===== src/i2c_master_bit_sequencer_unit_assert.svh =====
// ----------------------------------------------------------------------------
// I2C bit sequencer assertion macros
// Implication checks sampled on the rising clock, disabled during reset.
// ----------------------------------------------------------------------------
`ifndef I2C_MASTER_BIT_SEQUENCER_UNIT_ASSERT_SVH
`define I2C_MASTER_BIT_SEQUENCER_UNIT_ASSERT_SVH

// same-cycle implication
`define I2CMS_ASSERT_IMP(label, clk, rst_n, ante, cons) \
  label: assert property (@(posedge clk) disable iff (!rst_n) (ante) |-> (cons)) \
    else $error("i2cms assertion failed");

// next-cycle implication
`define I2CMS_ASSERT_NXT(label, clk, rst_n, ante, cons) \
  label: assert property (@(posedge clk) disable iff (!rst_n) (ante) |=> (cons)) \
    else $error("i2cms assertion failed");

`endif


===== src/i2cms_pkg.sv =====
`timescale 1ns / 1ps
// ----------------------------------------------------------------------------
// i2cms_pkg
// Shared types, codes and helpers of the I2C master bit sequencer.
// ----------------------------------------------------------------------------
package i2cms_pkg;

  localparam int QUEUE_DEPTH = 2;

  localparam logic [7:0] SETUP_RST   = 8'd4;
  localparam logic [7:0] HALF_RST    = 8'd2;
  localparam logic [9:0] TIMEOUT_RST = 10'd250;

  localparam logic [1:0] CFG_SETUP   = 2'd0;
  localparam logic [1:0] CFG_HALF    = 2'd1;
  localparam logic [1:0] CFG_TIMEOUT = 2'd2;

  localparam logic [2:0] FUNC_START = 3'd1;
  localparam logic [2:0] FUNC_STOP  = 3'd2;
  localparam logic [2:0] FUNC_WRITE = 3'd3;
  localparam logic [2:0] FUNC_ACK   = 3'd4;
  localparam logic [2:0] FUNC_READ  = 3'd5;

  typedef enum logic [2:0] {
    CMD_TICK  = 3'd0,
    CMD_START = 3'd1,
    CMD_STOP  = 3'd2,
    CMD_WRITE = 3'd3,
    CMD_ACK   = 3'd4,
    CMD_READ  = 3'd5
  } cmd_t;

  typedef enum logic [13:0] {
    PH_IDLE   = 14'b00000000000001,
    PH_ST_A   = 14'b00000000000010,
    PH_ST_B   = 14'b00000000000100,
    PH_SP_A   = 14'b00000000001000,
    PH_SP_B   = 14'b00000000010000,
    PH_W_LOW  = 14'b00000000100000,
    PH_W_HIGH = 14'b00000001000000,
    PH_W_HOLD = 14'b00000010000000,
    PH_A_REL  = 14'b00000100000000,
    PH_A_POLL = 14'b00001000000000,
    PH_R_LOW  = 14'b00010000000000,
    PH_R_HIGH = 14'b00100000000000,
    PH_K_LOW  = 14'b01000000000000,
    PH_K_HIGH = 14'b10000000000000
  } phase_t;

  typedef struct packed {
    cmd_t       cmd;
    logic [7:0] tx_byte;
    logic       send_ack;
    logic       sda_level;
  } item_t;

  typedef struct packed {
    logic [7:0] setup_ticks;
    logic [7:0] half_bit_ticks;
    logic [9:0] ack_timeout;
  } cfg_regs_t;

  // a length of zero runs as one tick
  function automatic logic [9:0] len_of(input logic [7:0] n);
    len_of = (n == 8'd0) ? 10'd1 : {2'b00, n};
  endfunction

endpackage


===== src/i2cms_front.sv =====
`timescale 1ns / 1ps
// ----------------------------------------------------------------------------
// i2cms_front
// Decodes the function code of an incoming item into a command class.
// ----------------------------------------------------------------------------
module i2cms_front (
  input  logic [2:0]      func,
  input  logic [7:0]      tx_byte,
  input  logic            send_ack,
  input  logic            sda_level,
  output i2cms_pkg::item_t item
);

  i2cms_pkg::cmd_t cmd;

  always_comb begin
    case (func)
      i2cms_pkg::FUNC_START: cmd = i2cms_pkg::CMD_START;
      i2cms_pkg::FUNC_STOP:  cmd = i2cms_pkg::CMD_STOP;
      i2cms_pkg::FUNC_WRITE: cmd = i2cms_pkg::CMD_WRITE;
      i2cms_pkg::FUNC_ACK:   cmd = i2cms_pkg::CMD_ACK;
      i2cms_pkg::FUNC_READ:  cmd = i2cms_pkg::CMD_READ;
      default:               cmd = i2cms_pkg::CMD_TICK;
    endcase
  end

  assign item.cmd       = cmd;
  assign item.tx_byte   = tx_byte;
  assign item.send_ack  = send_ack;
  assign item.sda_level = sda_level;

endmodule


===== src/i2cms_queue.sv =====
`timescale 1ns / 1ps
// ----------------------------------------------------------------------------
// i2cms_queue
// Short register queue between the decoder and the sequencer.
// ----------------------------------------------------------------------------
`include "i2c_master_bit_sequencer_unit_assert.svh"

module i2cms_queue #(
  parameter int DEPTH = i2cms_pkg::QUEUE_DEPTH
) (
  input  logic             clk,
  input  logic             rst_n,
  input  logic             push,
  input  i2cms_pkg::item_t push_item,
  output logic             full,
  input  logic             pop,
  output logic             head_valid,
  output i2cms_pkg::item_t head_item
);

  localparam int PTR_W = $clog2(DEPTH);
  localparam int CNT_W = $clog2(DEPTH + 1);

  i2cms_pkg::item_t mem_r [DEPTH];
  logic [PTR_W-1:0] wr_ptr_r, wr_ptr_nxt;
  logic [PTR_W-1:0] rd_ptr_r, rd_ptr_nxt;
  logic [CNT_W-1:0] count_r, count_nxt;

  assign full       = (count_r == CNT_W'(DEPTH));
  assign head_valid = (count_r != '0);
  assign head_item  = mem_r[rd_ptr_r];

  always_comb begin
    wr_ptr_nxt = wr_ptr_r;
    rd_ptr_nxt = rd_ptr_r;
    count_nxt  = count_r;
    if (push) begin
      wr_ptr_nxt = (wr_ptr_r == PTR_W'(DEPTH - 1)) ? '0 : wr_ptr_r + PTR_W'(1);
    end
    if (pop) begin
      rd_ptr_nxt = (rd_ptr_r == PTR_W'(DEPTH - 1)) ? '0 : rd_ptr_r + PTR_W'(1);
    end
    if (push && !pop) begin
      count_nxt = count_r + CNT_W'(1);
    end else if (pop && !push) begin
      count_nxt = count_r - CNT_W'(1);
    end
  end

  always_ff @(posedge clk) begin
    if (!rst_n) begin
      wr_ptr_r <= '0;
      rd_ptr_r <= '0;
      count_r  <= '0;
    end else begin
      wr_ptr_r <= wr_ptr_nxt;
      rd_ptr_r <= rd_ptr_nxt;
      count_r  <= count_nxt;
    end
  end

  always_ff @(posedge clk) begin
    if (push) begin
      mem_r[wr_ptr_r] <= push_item;
    end
  end

  `I2CMS_ASSERT_IMP(a_no_push_full, clk, rst_n, full, !push)
  `I2CMS_ASSERT_IMP(a_no_pop_empty, clk, rst_n, !head_valid, !pop)
  `I2CMS_ASSERT_IMP(a_count_range, clk, rst_n, 1'b1, count_r <= CNT_W'(DEPTH))

endmodule


===== src/i2cms_back.sv =====
`timescale 1ns / 1ps
// ----------------------------------------------------------------------------
// i2cms_back
// Phase sequencer: one queued tick per cycle unless stalled, line state kept as result.
// ----------------------------------------------------------------------------
`include "i2c_master_bit_sequencer_unit_assert.svh"

module i2cms_back (
  input  logic                 clk,
  input  logic                 rst_n,
  input  i2cms_pkg::cfg_regs_t cfg,
  input  logic                 q_valid,
  input  i2cms_pkg::item_t     q_item,
  output logic                 q_pop,
  output logic                 out_valid,
  input  logic                 out_ready,
  output logic                 scl_level,
  output logic                 sda_drive,
  output logic                 sda_out,
  output logic                 busy_res,
  output logic                 done_res,
  output logic [7:0]           rx_byte,
  output logic                 ack_failed
);

  i2cms_pkg::phase_t phase_r, phase_nxt;
  i2cms_pkg::cmd_t   active_r, active_nxt;
  logic [9:0] timer_r, timer_nxt;
  logic [3:0] bit_cnt_r, bit_cnt_nxt;
  logic [3:0] bit_inc;
  logic [7:0] shift_r, shift_nxt;
  logic       ack_choice_r, ack_choice_nxt;
  logic       scl_r, scl_nxt;
  logic       sda_r, sda_nxt;
  logic       drive_r, drive_nxt;
  logic [7:0] rx_r, rx_nxt;
  logic       fail_r, fail_nxt;
  logic       done_r, done_nxt;
  logic       out_valid_r, out_valid_nxt;
  logic       step;

  assign step    = q_valid && (!out_valid_r || out_ready);
  assign q_pop   = step;
  assign bit_inc = bit_cnt_r + 4'd1;

  always_comb begin
    phase_nxt      = phase_r;
    active_nxt     = active_r;
    timer_nxt      = timer_r;
    bit_cnt_nxt    = bit_cnt_r;
    shift_nxt      = shift_r;
    ack_choice_nxt = ack_choice_r;
    scl_nxt        = scl_r;
    sda_nxt        = sda_r;
    drive_nxt      = drive_r;
    rx_nxt         = rx_r;
    fail_nxt       = fail_r;
    done_nxt       = 1'b0;

    if (phase_r == i2cms_pkg::PH_IDLE) begin
      if (q_item.cmd != i2cms_pkg::CMD_TICK) begin
        active_nxt  = q_item.cmd;
        fail_nxt    = 1'b0;
        bit_cnt_nxt = 4'd0;
      end
      case (q_item.cmd)
        i2cms_pkg::CMD_START: begin
          drive_nxt = 1'b1;
          sda_nxt   = 1'b1;
          scl_nxt   = 1'b1;
          phase_nxt = i2cms_pkg::PH_ST_A;
          timer_nxt = i2cms_pkg::len_of(cfg.setup_ticks);
        end
        i2cms_pkg::CMD_STOP: begin
          drive_nxt = 1'b1;
          sda_nxt   = 1'b0;
          scl_nxt   = 1'b0;
          phase_nxt = i2cms_pkg::PH_SP_A;
          timer_nxt = i2cms_pkg::len_of(cfg.setup_ticks);
        end
        i2cms_pkg::CMD_WRITE: begin
          scl_nxt   = 1'b0;
          drive_nxt = 1'b1;
          sda_nxt   = q_item.tx_byte[7];
          shift_nxt = {q_item.tx_byte[6:0], 1'b0};
          phase_nxt = i2cms_pkg::PH_W_LOW;
          timer_nxt = i2cms_pkg::len_of(cfg.half_bit_ticks);
        end
        i2cms_pkg::CMD_ACK: begin
          drive_nxt = 1'b0;
          sda_nxt   = 1'b1;
          phase_nxt = i2cms_pkg::PH_A_REL;
          timer_nxt = i2cms_pkg::len_of(cfg.half_bit_ticks);
        end
        i2cms_pkg::CMD_READ: begin
          drive_nxt      = 1'b0;
          sda_nxt        = 1'b1;
          scl_nxt        = 1'b0;
          shift_nxt      = 8'd0;
          ack_choice_nxt = q_item.send_ack;
          phase_nxt      = i2cms_pkg::PH_R_LOW;
          timer_nxt      = i2cms_pkg::len_of(cfg.half_bit_ticks);
        end
        default: begin
        end
      endcase
    end else if (phase_r == i2cms_pkg::PH_A_POLL) begin
      if (!q_item.sda_level) begin
        scl_nxt   = 1'b0;
        phase_nxt = i2cms_pkg::PH_IDLE;
        done_nxt  = 1'b1;
      end else if (timer_r >= cfg.ack_timeout) begin
        drive_nxt = 1'b1;
        scl_nxt   = 1'b0;
        sda_nxt   = 1'b0;
        phase_nxt = i2cms_pkg::PH_SP_A;
        timer_nxt = i2cms_pkg::len_of(cfg.setup_ticks);
      end else begin
        timer_nxt = timer_r + 10'd1;
      end
    end else if (timer_r > 10'd1) begin
      timer_nxt = timer_r - 10'd1;
    end else begin
      case (phase_r)
        i2cms_pkg::PH_ST_A: begin
          sda_nxt   = 1'b0;
          phase_nxt = i2cms_pkg::PH_ST_B;
          timer_nxt = i2cms_pkg::len_of(cfg.setup_ticks);
        end
        i2cms_pkg::PH_ST_B: begin
          scl_nxt   = 1'b0;
          phase_nxt = i2cms_pkg::PH_IDLE;
          done_nxt  = 1'b1;
        end
        i2cms_pkg::PH_SP_A: begin
          scl_nxt   = 1'b1;
          sda_nxt   = 1'b1;
          phase_nxt = i2cms_pkg::PH_SP_B;
          timer_nxt = i2cms_pkg::len_of(cfg.setup_ticks);
        end
        i2cms_pkg::PH_SP_B: begin
          if (active_r == i2cms_pkg::CMD_ACK) begin
            fail_nxt = 1'b1;
          end
          phase_nxt = i2cms_pkg::PH_IDLE;
          done_nxt  = 1'b1;
        end
        i2cms_pkg::PH_W_LOW: begin
          scl_nxt   = 1'b1;
          phase_nxt = i2cms_pkg::PH_W_HIGH;
          timer_nxt = i2cms_pkg::len_of(cfg.half_bit_ticks);
        end
        i2cms_pkg::PH_W_HIGH: begin
          scl_nxt   = 1'b0;
          phase_nxt = i2cms_pkg::PH_W_HOLD;
          timer_nxt = i2cms_pkg::len_of(cfg.half_bit_ticks);
        end
        i2cms_pkg::PH_W_HOLD: begin
          bit_cnt_nxt = bit_inc;
          if (bit_inc[3]) begin
            phase_nxt = i2cms_pkg::PH_IDLE;
            done_nxt  = 1'b1;
          end else begin
            drive_nxt = 1'b1;
            sda_nxt   = shift_r[7];
            shift_nxt = {shift_r[6:0], 1'b0};
            phase_nxt = i2cms_pkg::PH_W_LOW;
            timer_nxt = i2cms_pkg::len_of(cfg.half_bit_ticks);
          end
        end
        i2cms_pkg::PH_A_REL: begin
          scl_nxt   = 1'b1;
          phase_nxt = i2cms_pkg::PH_A_POLL;
          timer_nxt = 10'd0;
        end
        i2cms_pkg::PH_R_LOW: begin
          scl_nxt   = 1'b1;
          shift_nxt = {shift_r[6:0], q_item.sda_level};
          phase_nxt = i2cms_pkg::PH_R_HIGH;
          timer_nxt = i2cms_pkg::len_of(cfg.half_bit_ticks);
        end
        i2cms_pkg::PH_R_HIGH: begin
          scl_nxt     = 1'b0;
          bit_cnt_nxt = bit_inc;
          timer_nxt   = i2cms_pkg::len_of(cfg.half_bit_ticks);
          if (bit_inc[3]) begin
            rx_nxt    = shift_r;
            drive_nxt = 1'b1;
            sda_nxt   = !ack_choice_r;
            phase_nxt = i2cms_pkg::PH_K_LOW;
          end else begin
            phase_nxt = i2cms_pkg::PH_R_LOW;
          end
        end
        i2cms_pkg::PH_K_LOW: begin
          scl_nxt   = 1'b1;
          phase_nxt = i2cms_pkg::PH_K_HIGH;
          timer_nxt = i2cms_pkg::len_of(cfg.half_bit_ticks);
        end
        i2cms_pkg::PH_K_HIGH: begin
          scl_nxt   = 1'b0;
          phase_nxt = i2cms_pkg::PH_IDLE;
          done_nxt  = 1'b1;
        end
        default: begin
          phase_nxt = i2cms_pkg::PH_IDLE;
        end
      endcase
    end
  end

  always_comb begin
    if (step) begin
      out_valid_nxt = 1'b1;
    end else if (out_ready) begin
      out_valid_nxt = 1'b0;
    end else begin
      out_valid_nxt = out_valid_r;
    end
  end

  always_ff @(posedge clk) begin
    if (!rst_n) begin
      phase_r      <= i2cms_pkg::PH_IDLE;
      active_r     <= i2cms_pkg::CMD_TICK;
      timer_r      <= 10'd0;
      bit_cnt_r    <= 4'd0;
      shift_r      <= 8'd0;
      ack_choice_r <= 1'b0;
      scl_r        <= 1'b1;
      sda_r        <= 1'b1;
      drive_r      <= 1'b1;
      rx_r         <= 8'd0;
      fail_r       <= 1'b0;
      done_r       <= 1'b0;
      out_valid_r  <= 1'b0;
    end else begin
      out_valid_r <= out_valid_nxt;
      if (step) begin
        phase_r      <= phase_nxt;
        active_r     <= active_nxt;
        timer_r      <= timer_nxt;
        bit_cnt_r    <= bit_cnt_nxt;
        shift_r      <= shift_nxt;
        ack_choice_r <= ack_choice_nxt;
        scl_r        <= scl_nxt;
        sda_r        <= sda_nxt;
        drive_r      <= drive_nxt;
        rx_r         <= rx_nxt;
        fail_r       <= fail_nxt;
        done_r       <= done_nxt;
      end
    end
  end

  assign out_valid  = out_valid_r;
  assign scl_level  = scl_r;
  assign sda_drive  = drive_r;
  assign sda_out    = sda_r;
  assign busy_res   = (phase_r != i2cms_pkg::PH_IDLE);
  assign done_res   = done_r;
  assign rx_byte    = rx_r;
  assign ack_failed = fail_r;

  `I2CMS_ASSERT_IMP(a_done_idle, clk, rst_n, done_r, phase_r == i2cms_pkg::PH_IDLE)
  `I2CMS_ASSERT_IMP(a_fail_done, clk, rst_n, $rose(fail_r), done_r)
  `I2CMS_ASSERT_IMP(a_write_drives, clk, rst_n,
    phase_r == i2cms_pkg::PH_W_LOW || phase_r == i2cms_pkg::PH_W_HIGH, drive_r)
  `I2CMS_ASSERT_NXT(a_hold_on_stall, clk, rst_n, out_valid_r && !out_ready,
    $stable(phase_r) && $stable(timer_r))

endmodule


===== src/i2c_master_bit_sequencer_unit.sv =====
`timescale 1ns / 1ps
// ----------------------------------------------------------------------------
// i2c_master_bit_sequencer_unit
// I2C master at the bit level, advanced by one tick item per cycle unless stalled.
// ----------------------------------------------------------------------------
// Usage:
//   in_*   : one tick item per accept; in_func selects start, stop, write,
//            wait-ack or read while idle and is ignored while busy.
//   out_*  : one result item per tick: line levels, busy, done pulse,
//            last received byte and the ack failure flag.
//   cfg_*  : register writes (0 setup ticks, 1 half-bit ticks, 2 ack
//            timeout), always ready; write only while the block is idle.
// Path: an accepted tick item is held in the decode queue, then its result is
//   registered in the sequencer register and presented from there.
// Throughput: one item per cycle, set by the phase update; output stalls hold it.
// Reset: registers return to 4 / 2 / 250, lines idle high, SDA driven, queue
//   and output empty.
// Receiver stall: the result register holds; the queue absorbs up to
//   QDEPTH more items, then in_ready drops.
// ----------------------------------------------------------------------------
module i2c_master_bit_sequencer_unit #(
  parameter int QDEPTH = i2cms_pkg::QUEUE_DEPTH
) (
  input  logic       clk,
  input  logic       rst_n,
  input  logic       in_valid,
  output logic       in_ready,
  input  logic [2:0] in_func,
  input  logic [7:0] in_tx_byte,
  input  logic       in_send_ack,
  input  logic       in_sda_level,
  output logic       out_valid,
  input  logic       out_ready,
  output logic       out_scl_level,
  output logic       out_sda_drive,
  output logic       out_sda_out,
  output logic       out_busy_res,
  output logic       out_done_res,
  output logic [7:0] out_rx_byte,
  output logic       out_ack_failed,
  input  logic       cfg_valid,
  output logic       cfg_ready,
  input  logic [1:0] cfg_index,
  input  logic [9:0] cfg_data
);

  i2cms_pkg::cfg_regs_t cfg_r;
  i2cms_pkg::item_t     dec_item;
  i2cms_pkg::item_t     head_item;
  logic                 q_full;
  logic                 q_push;
  logic                 q_pop;
  logic                 q_valid;

  assign cfg_ready = 1'b1;

  always_ff @(posedge clk) begin
    if (!rst_n) begin
      cfg_r.setup_ticks    <= i2cms_pkg::SETUP_RST;
      cfg_r.half_bit_ticks <= i2cms_pkg::HALF_RST;
      cfg_r.ack_timeout    <= i2cms_pkg::TIMEOUT_RST;
    end else if (cfg_valid) begin
      case (cfg_index)
        i2cms_pkg::CFG_SETUP:   cfg_r.setup_ticks    <= cfg_data[7:0];
        i2cms_pkg::CFG_HALF:    cfg_r.half_bit_ticks <= cfg_data[7:0];
        i2cms_pkg::CFG_TIMEOUT: cfg_r.ack_timeout    <= cfg_data;
        default: begin
        end
      endcase
    end
  end

  assign in_ready = !q_full;
  assign q_push   = in_valid && !q_full;

  i2cms_front u_front (
    .func      (in_func),
    .tx_byte   (in_tx_byte),
    .send_ack  (in_send_ack),
    .sda_level (in_sda_level),
    .item      (dec_item)
  );

  i2cms_queue #(
    .DEPTH (QDEPTH)
  ) u_queue (
    .clk        (clk),
    .rst_n      (rst_n),
    .push       (q_push),
    .push_item  (dec_item),
    .full       (q_full),
    .pop        (q_pop),
    .head_valid (q_valid),
    .head_item  (head_item)
  );

  i2cms_back u_back (
    .clk        (clk),
    .rst_n      (rst_n),
    .cfg        (cfg_r),
    .q_valid    (q_valid),
    .q_item     (head_item),
    .q_pop      (q_pop),
    .out_valid  (out_valid),
    .out_ready  (out_ready),
    .scl_level  (out_scl_level),
    .sda_drive  (out_sda_drive),
    .sda_out    (out_sda_out),
    .busy_res   (out_busy_res),
    .done_res   (out_done_res),
    .rx_byte    (out_rx_byte),
    .ack_failed (out_ack_failed)
  );

endmodule


===== config.mk =====
export PLATFORM = sky130hd
export DESIGN_NAME = i2c_master_bit_sequencer_unit
export DESIGN_NICKNAME = d
export VERILOG_FILES = /design/src/i2cms_pkg.sv /design/src/i2cms_front.sv /design/src/i2cms_queue.sv /design/src/i2cms_back.sv /design/src/i2c_master_bit_sequencer_unit.sv
export VERILOG_INCLUDE_DIRS = /design/src /design/src/src
export SDC_FILE = /design/constraint.sdc
export NUM_CORES = 1
export LEC_CHECK = 0
export ABC_AREA = 1
export BUFFER_PORTS_ARGS = -buffer_cell sky130_fd_sc_hd__buf_2
export CAP_MARGIN = 15
export CORE_MARGIN = 2
export CORE_UTILIZATION = 25
export CTS_CLUSTER_SIZE = 20
export DETAILED_ROUTE_END_ITERATION = 12
export HOLD_SLACK_MARGIN = 0.02
export RECOVER_POWER = 25
export SLEW_MARGIN = 20
export SYNTH_ARGS = -nofsm -noshare
export SYNTH_HDL_FRONTEND = slang
export SYNTH_SLANG_ARGS = --single-unit

===== constraint.sdc =====
create_clock -name clk -period 5.6 [get_ports clk]
set_input_delay 0.56 -clock clk [delete_from_list [all_inputs] [get_ports clk]]
set_output_delay 0.56 -clock clk [all_outputs]
set_load 0.02 [all_outputs]

* Yosys cells after proc, flatten, opt, wreduce, memory -nomap -nowiden
Memories as Yosys holds them, arrays and structs flattened. A register that Yosys moved wholly into a read port is not among the register bits.
Index checks and enable logic that the tools add are counted.
** Storage, ports and cells
- Bits in writable memories :: 26
- Output and inout port bits :: 17
- Bits of input ports :: 30
- Memories :: 1
- Bits in registers :: 84
** Cells by class
- Order comparisons :: 2
- Mux-type cells :: 77
- Bitwise gates (word level) :: 3
- Add/sub/neg operators :: 7
- Eq/ne operators :: 46
- Reduce and logical (&&, ||, !) cells :: 51
** Memory list
- u_queue.mem_r :: words 2, bits a word 13, read ports 1, clocked after Yosys merged registers in 1, write ports 1, RTL line i2cms_queue.sv:24 : i2cms_pkg::item_t mem_r [DEPTH];
** Operators with widths (count)
- $pmux 14 s9 :: 1
- $mux 14 :: 5
- $pmux 14 s5 :: 1
- $mux 10 :: 6
- $mux 8 :: 6
- $pmux 10 s4 :: 1
- $mux 1 :: 37
- $pmux 8 s2 :: 2
- $mux 4 :: 5
- $pmux 10 s2 :: 1
- $reduce_and 6->1 :: 3
- $logic_not 8->1 :: 2
- $reduce_and 8->1 :: 2
- $eq 3x3->1 const B :: 5
- $ne 3x3->1 const B :: 5
- $pmux 3 s5 :: 1
- $reduce_and 5->1 :: 3
- $reduce_or 3->1 :: 5
- $eq 14x1->1 const B :: 1
- $eq 14x10->1 const B :: 1
- $eq 14x11->1 const B :: 1
- $eq 14x12->1 const B :: 1
- $eq 14x13->1 const B :: 1
- $eq 14x14->1 const B :: 1
- other kinds (51) :: 89

* Depth between registers and ports, before layout
- Word-level depth :: 7
- Depth in mapped cells :: 16
- Depth with buffers taken out :: 15

* Cells and area by module
From an unflattened synthesis, not the netlist that was laid out.
** Second synthesis, totals
- Cells, all modules :: 961
- Area, all modules :: 6759.0 um^2
** By module, submodules not included
- i2cms_back :: times used 1, area an instance 4339.2 um^2, cells an instance 709, seq. area each 1081.0 um^2
- i2cms_queue :: times used 1, area an instance 1203.7 um^2, cells an instance 75, seq. area each 880.8 um^2
- i2c_master_bit_sequencer_unit :: times used 1, area an instance 1117.3 um^2, cells an instance 161, seq. area each 520.5 um^2
- i2cms_front :: times used 1, area an instance 98.8 um^2, cells an instance 16, seq. area each 0.0 um^2

* Worst setup path after synthesis
OpenSTA, ideal clock, no wires.
- Kind :: register -> register
- From :: register u_back.timer_r[0]
- To :: register u_back.drive_r, in the netlist u_back.sda_drive
- Arrival time :: 1.917 ns
- Required time :: 5.467 ns
- Period minus slack after synthesis :: 2.051 ns
- Path slack :: 3.549 ns
- Path buffers :: 1
- Cell stages (with the launch flop) :: 13
- Library setup time :: 0.133 ns
- Path through :: dfxtp_1 inv_1 ha_1 nand2_1 nand3_1 nand3_2 nand3_1 buf_2 o22ai_1 nor3_1 nand2_1 nand2_1 nand3_1
** On the way
- Cells in the longest elaborated chain, start to end :: 3
** Ends and longest elaborated chain
- from (decl) :: RTL line i2cms_back.sv:28 : logic [9:0] timer_r, timer_nxt;
- from (signal assigned) :: RTL line i2cms_back.sv:242 : timer_r <= timer_nxt;
- $ge 10x10->1 or $gt 10x1->1 (tied branches) :: RTL line i2cms_back.sv:112, i2cms_back.sv:121
- $ne 3x2->1 (no source line) or $ne 3x1->1 (tied branches)
- $reduce_and 8->1 (no source line) (*)
- to (signal assigned) :: RTL line i2cms_back.sv:248 : drive_r <= drive_nxt;
- to (decl) :: RTL line i2cms_back.sv:35 : logic drive_r, drive_nxt;
Every way passes the cells marked *; elsewhere a longest branch is shown, timed or not.
A chain may end at the register's enable or synchronous reset.

==> results.md <==
* Period utilization at just over 50%
* Achievable clock frequency at about 0.34 GHz
* Critical path data arrival time at ~3.2 ns
* Element type at the critical path start: input port
* Area Overhead vs Synth at 12.1%
* DP Wirelength at 13700 um
* Sw frac at 49.3%
* Mapped Nets at 985
* Largest net degree at the start of global routing at 48
* Setup bufs post-CTS at 0
* DRT iter0 DRCs at around 500
* Crit-path leading delay family: buffers and inverters
* Hold buffer count at cts at 0
* Drt total wl at approximately 18000 um
* Most frequent cells in the layout: 207 x nand2_1, 122 x inv_1, 108 x nor2_1
* Post-synth top area cell: dfxtp_1
* Antenna violations before repair at 0
* WS Path Type: input port to flop
* IO Pins at 47
* Worst Hold Class: input port to flop
* Fraction of layout cells with a size suffix above 1 at between 10% and 20%
* Sequential Power Share at 29.7%
* Asr flop ratio synth at 0%
* Layout Cells excl Fill at 1310
* Initial Utilization at 25.4%
* Maximum vdd drop at 213 uV
* Number of I/O port buffers at 45
* Die width at 166 um
* Outcome: finished, violations left
* Reg clk slew, reported paths at roughly 0.090 ns
* Clk_skew at 0.0135 ns
* Most frequent CP cell: nor2_1
* Mapped Area at 6570 sq um
* Avg WL per Cell at 13.6 um
* Clk sink count at 111
* Flops & latches, synth at 111
* Slew Viols, Final at 48
* Clk buf depth at 2
* Maximum fanout along the worst path at 47
* Rows at 59
* Worst slew pin tran at 2.09 ns
* Violated checks: capacitance limit, slew limit
* GR Overflow Total at 0
* Internal Power at about 1.9 mW
* Vias in the first global route at 5753
* Core area at ~26000 sq um
* Final setup vio count at 0
* Die height at 166 um
* Req. time, crit path at 5.91 ns
* Lkg Pwr at 3.27 nW
* Routed Antenna Nets at 0
* CTS root buffer: clkbuf_16
* Net count, final at approximately 1.0k
* CP Buf/Inv Count at 3
* MaxCap Viol Count at 1
* CTS resizes at 0
* Final hold viol count at 0
* Commonest non-fill, non-tap cell in the layout: nand2_1
* Total Power at about 3.7 mW
* PD cells at 507 nW/um^2
* Antenna Cells at 0
* Total Routing Usage GR at 13.0%
* DR pass1 iterations at 5
* CTS Buf Count at 9
* CTS tree: built
* Setup TNS at 0 ns
* Combinational share of power at 51.7%
* Residual DRC count at 0
* CP max stage delay at 1.46 ns
* Clk Latency, worst-skew pair at 0.37 ns
* Unrepaired setup endpoints after global routing: false
* Yosys warnings at 0
* Vias post-DR at 6201
* First-pass GRT wire length at around 29000 um
* Number of H-tree levels at 3
* Yosys cell types at 47
* Final core occ at 28.4%
* Die area at 27600 sq um
* Mean Syn Cell Area at 6.99 sq um
* Synth area leaders: dfxtp_1 26%, edfxtp_1 12%, nand2_1 12%, inv_1 7.0%, nor2_1 6.3%
* Tmin final at 2.91 ns
* Setup crit end kind: flop
* Synth Flop Type: dfxtp_1
* Hold slack at 0.368 ns
* Power share of the clock group at 18.6%
* Cell count after placement at approximately 1.3k
* Switching power at 1.84 mW
* Vias/cell at 4.73
* Post-synth EDFFs at 26
* CP max stage cell: clkbuf_1
* Post-synthesis sequential area ratio at 37.8%
* Synth top area share at 25.9%
* Critical-path cell list: clkbuf_1 > buf_4 > inv_1 > nor2_1 > o21ai_0 > nor2_1
* Synthesized instance count at 940
* Routability cong. at 0.893
* Max_slew headroom at -39.6%
[stage by stage]
stage	worst slack (ns)	area (sq um)
floorplan	3.55	6570
global placement	2.90	7050
detailed placement	2.77	7050
CTS	2.76	7380
global route	2.37	7370
finish	2.69	7370
[cell families after synthesis]
group,Yosys count,share of synthesized area (%)
XOR/XNOR,9,1.20
other,1,0.0571
flip-flops,111,37.8
adder cells (fa/ha/maj),15,2.86
AO/OA/AOI/OAI,176,15.0
AND/OR/NAND/NOR,470,32.9
buffers and inverters,158,10.2
[Yosys cell counts (2+ instances only)]
| cell | count |
|---|---|
| inv_4 | 2 |
| o31ai_1 | 2 |
| buf_6 | 6 |
| ha_1 | 15 |
| nand3_2 | 6 |
| dfxtp_1 | 85 |
| edfxtp_1 | 26 |
| a21oi_2 | 10 |
| nand4_1 | 25 |
| a21oi_1 | 65 |
| nor3_4 | 3 |
| nand2_1 | 207 |
| xor2_1 | 8 |
| buf_2 | 7 |
| nand3_1 | 68 |
| nor2_4 | 4 |
| clkbuf_1 | 10 |
| buf_4 | 5 |
| inv_2 | 5 |
| nor3_1 | 16 |
| o21ai_1 | 11 |
| o22ai_1 | 3 |
| o211ai_1 | 8 |
| o21ai_0 | 60 |
| inv_1 | 122 |
| a211oi_1 | 2 |
| o21ai_2 | 3 |
| or2_2 | 2 |
| nor2_2 | 9 |
| nor2_1 | 110 |
| nand2_2 | 11 |
| a31oi_1 | 8 |
| nand4_2 | 2 |
[final cells by class]
type / instances / area [sq um]
Multi-Input combinational cell: 671 / 3420
Clock buffer: 9 / 225
Tap cell: 335 / 419
Timing Repair Buffer: 47 / 226
Clock inverter: 7 / 96.3
Sequential cell: 111 / 2480
Fill cell: 2862 / 18500
Inverter: 130 / 493
[registers in the layout (all words and copies together) (netlist names), named ones only]
register,count
u_queue.rd_ptr_r,1
u_back.timer_r,10
u_back.active_r,3
cfg_r,26
u_back.bit_cnt_r,4
u_back.scl_level,1
u_back.ack_choice_r,1
u_back.phase_r,14
u_back.sda_drive,1
u_queue.count_r,2
u_back.out_valid,1
u_back.shift_r,8
u_back.ack_failed,1
u_back.sda_out,1
u_back.done_res,1
u_queue.wr_ptr_r,1
u_back.rx_byte,8
u_queue.mem_r,26
[power groups by stage]
stage | sequential (mW) | clock [mW] | combinational (mW)
global placement | 1.12 | 0 | 1.90
detailed placement | 1.13 | 0 | 1.90
CTS | 1.11 | 0.710 | 1.91
finish | 1.11 | 0.696 | 1.93
global route | 1.13 | 0.741 | 2.18
floorplan | 1.10 | 0 | 1.51
[final timing paths]
path / from / endpoint / slack [ns] / cells after the start
worst max-delay path: rst_n / u_back.bit_cnt_r[2] / 2.69 / 6
worst max register to register: u_back.timer_r[3] / u_back.phase_r[1] / 2.73 / 12
worst min register to register: u_back.scl_level / u_back.scl_level / 0.46 / 2
worst min-delay path: in_send_ack / u_queue.mem_r[0][1] / 0.37 / 1
[routing by layer]
metal	global-route usage (%)	wire, um	up-vias
met5	0	0	-
met4	3.02	235	0
met3	2.45	1010	17
met2	20.9	8080	168
met1	18.0	8550	2862
li1	-	-	3154
No activity file was read; power rests on OpenSTA's default activity.
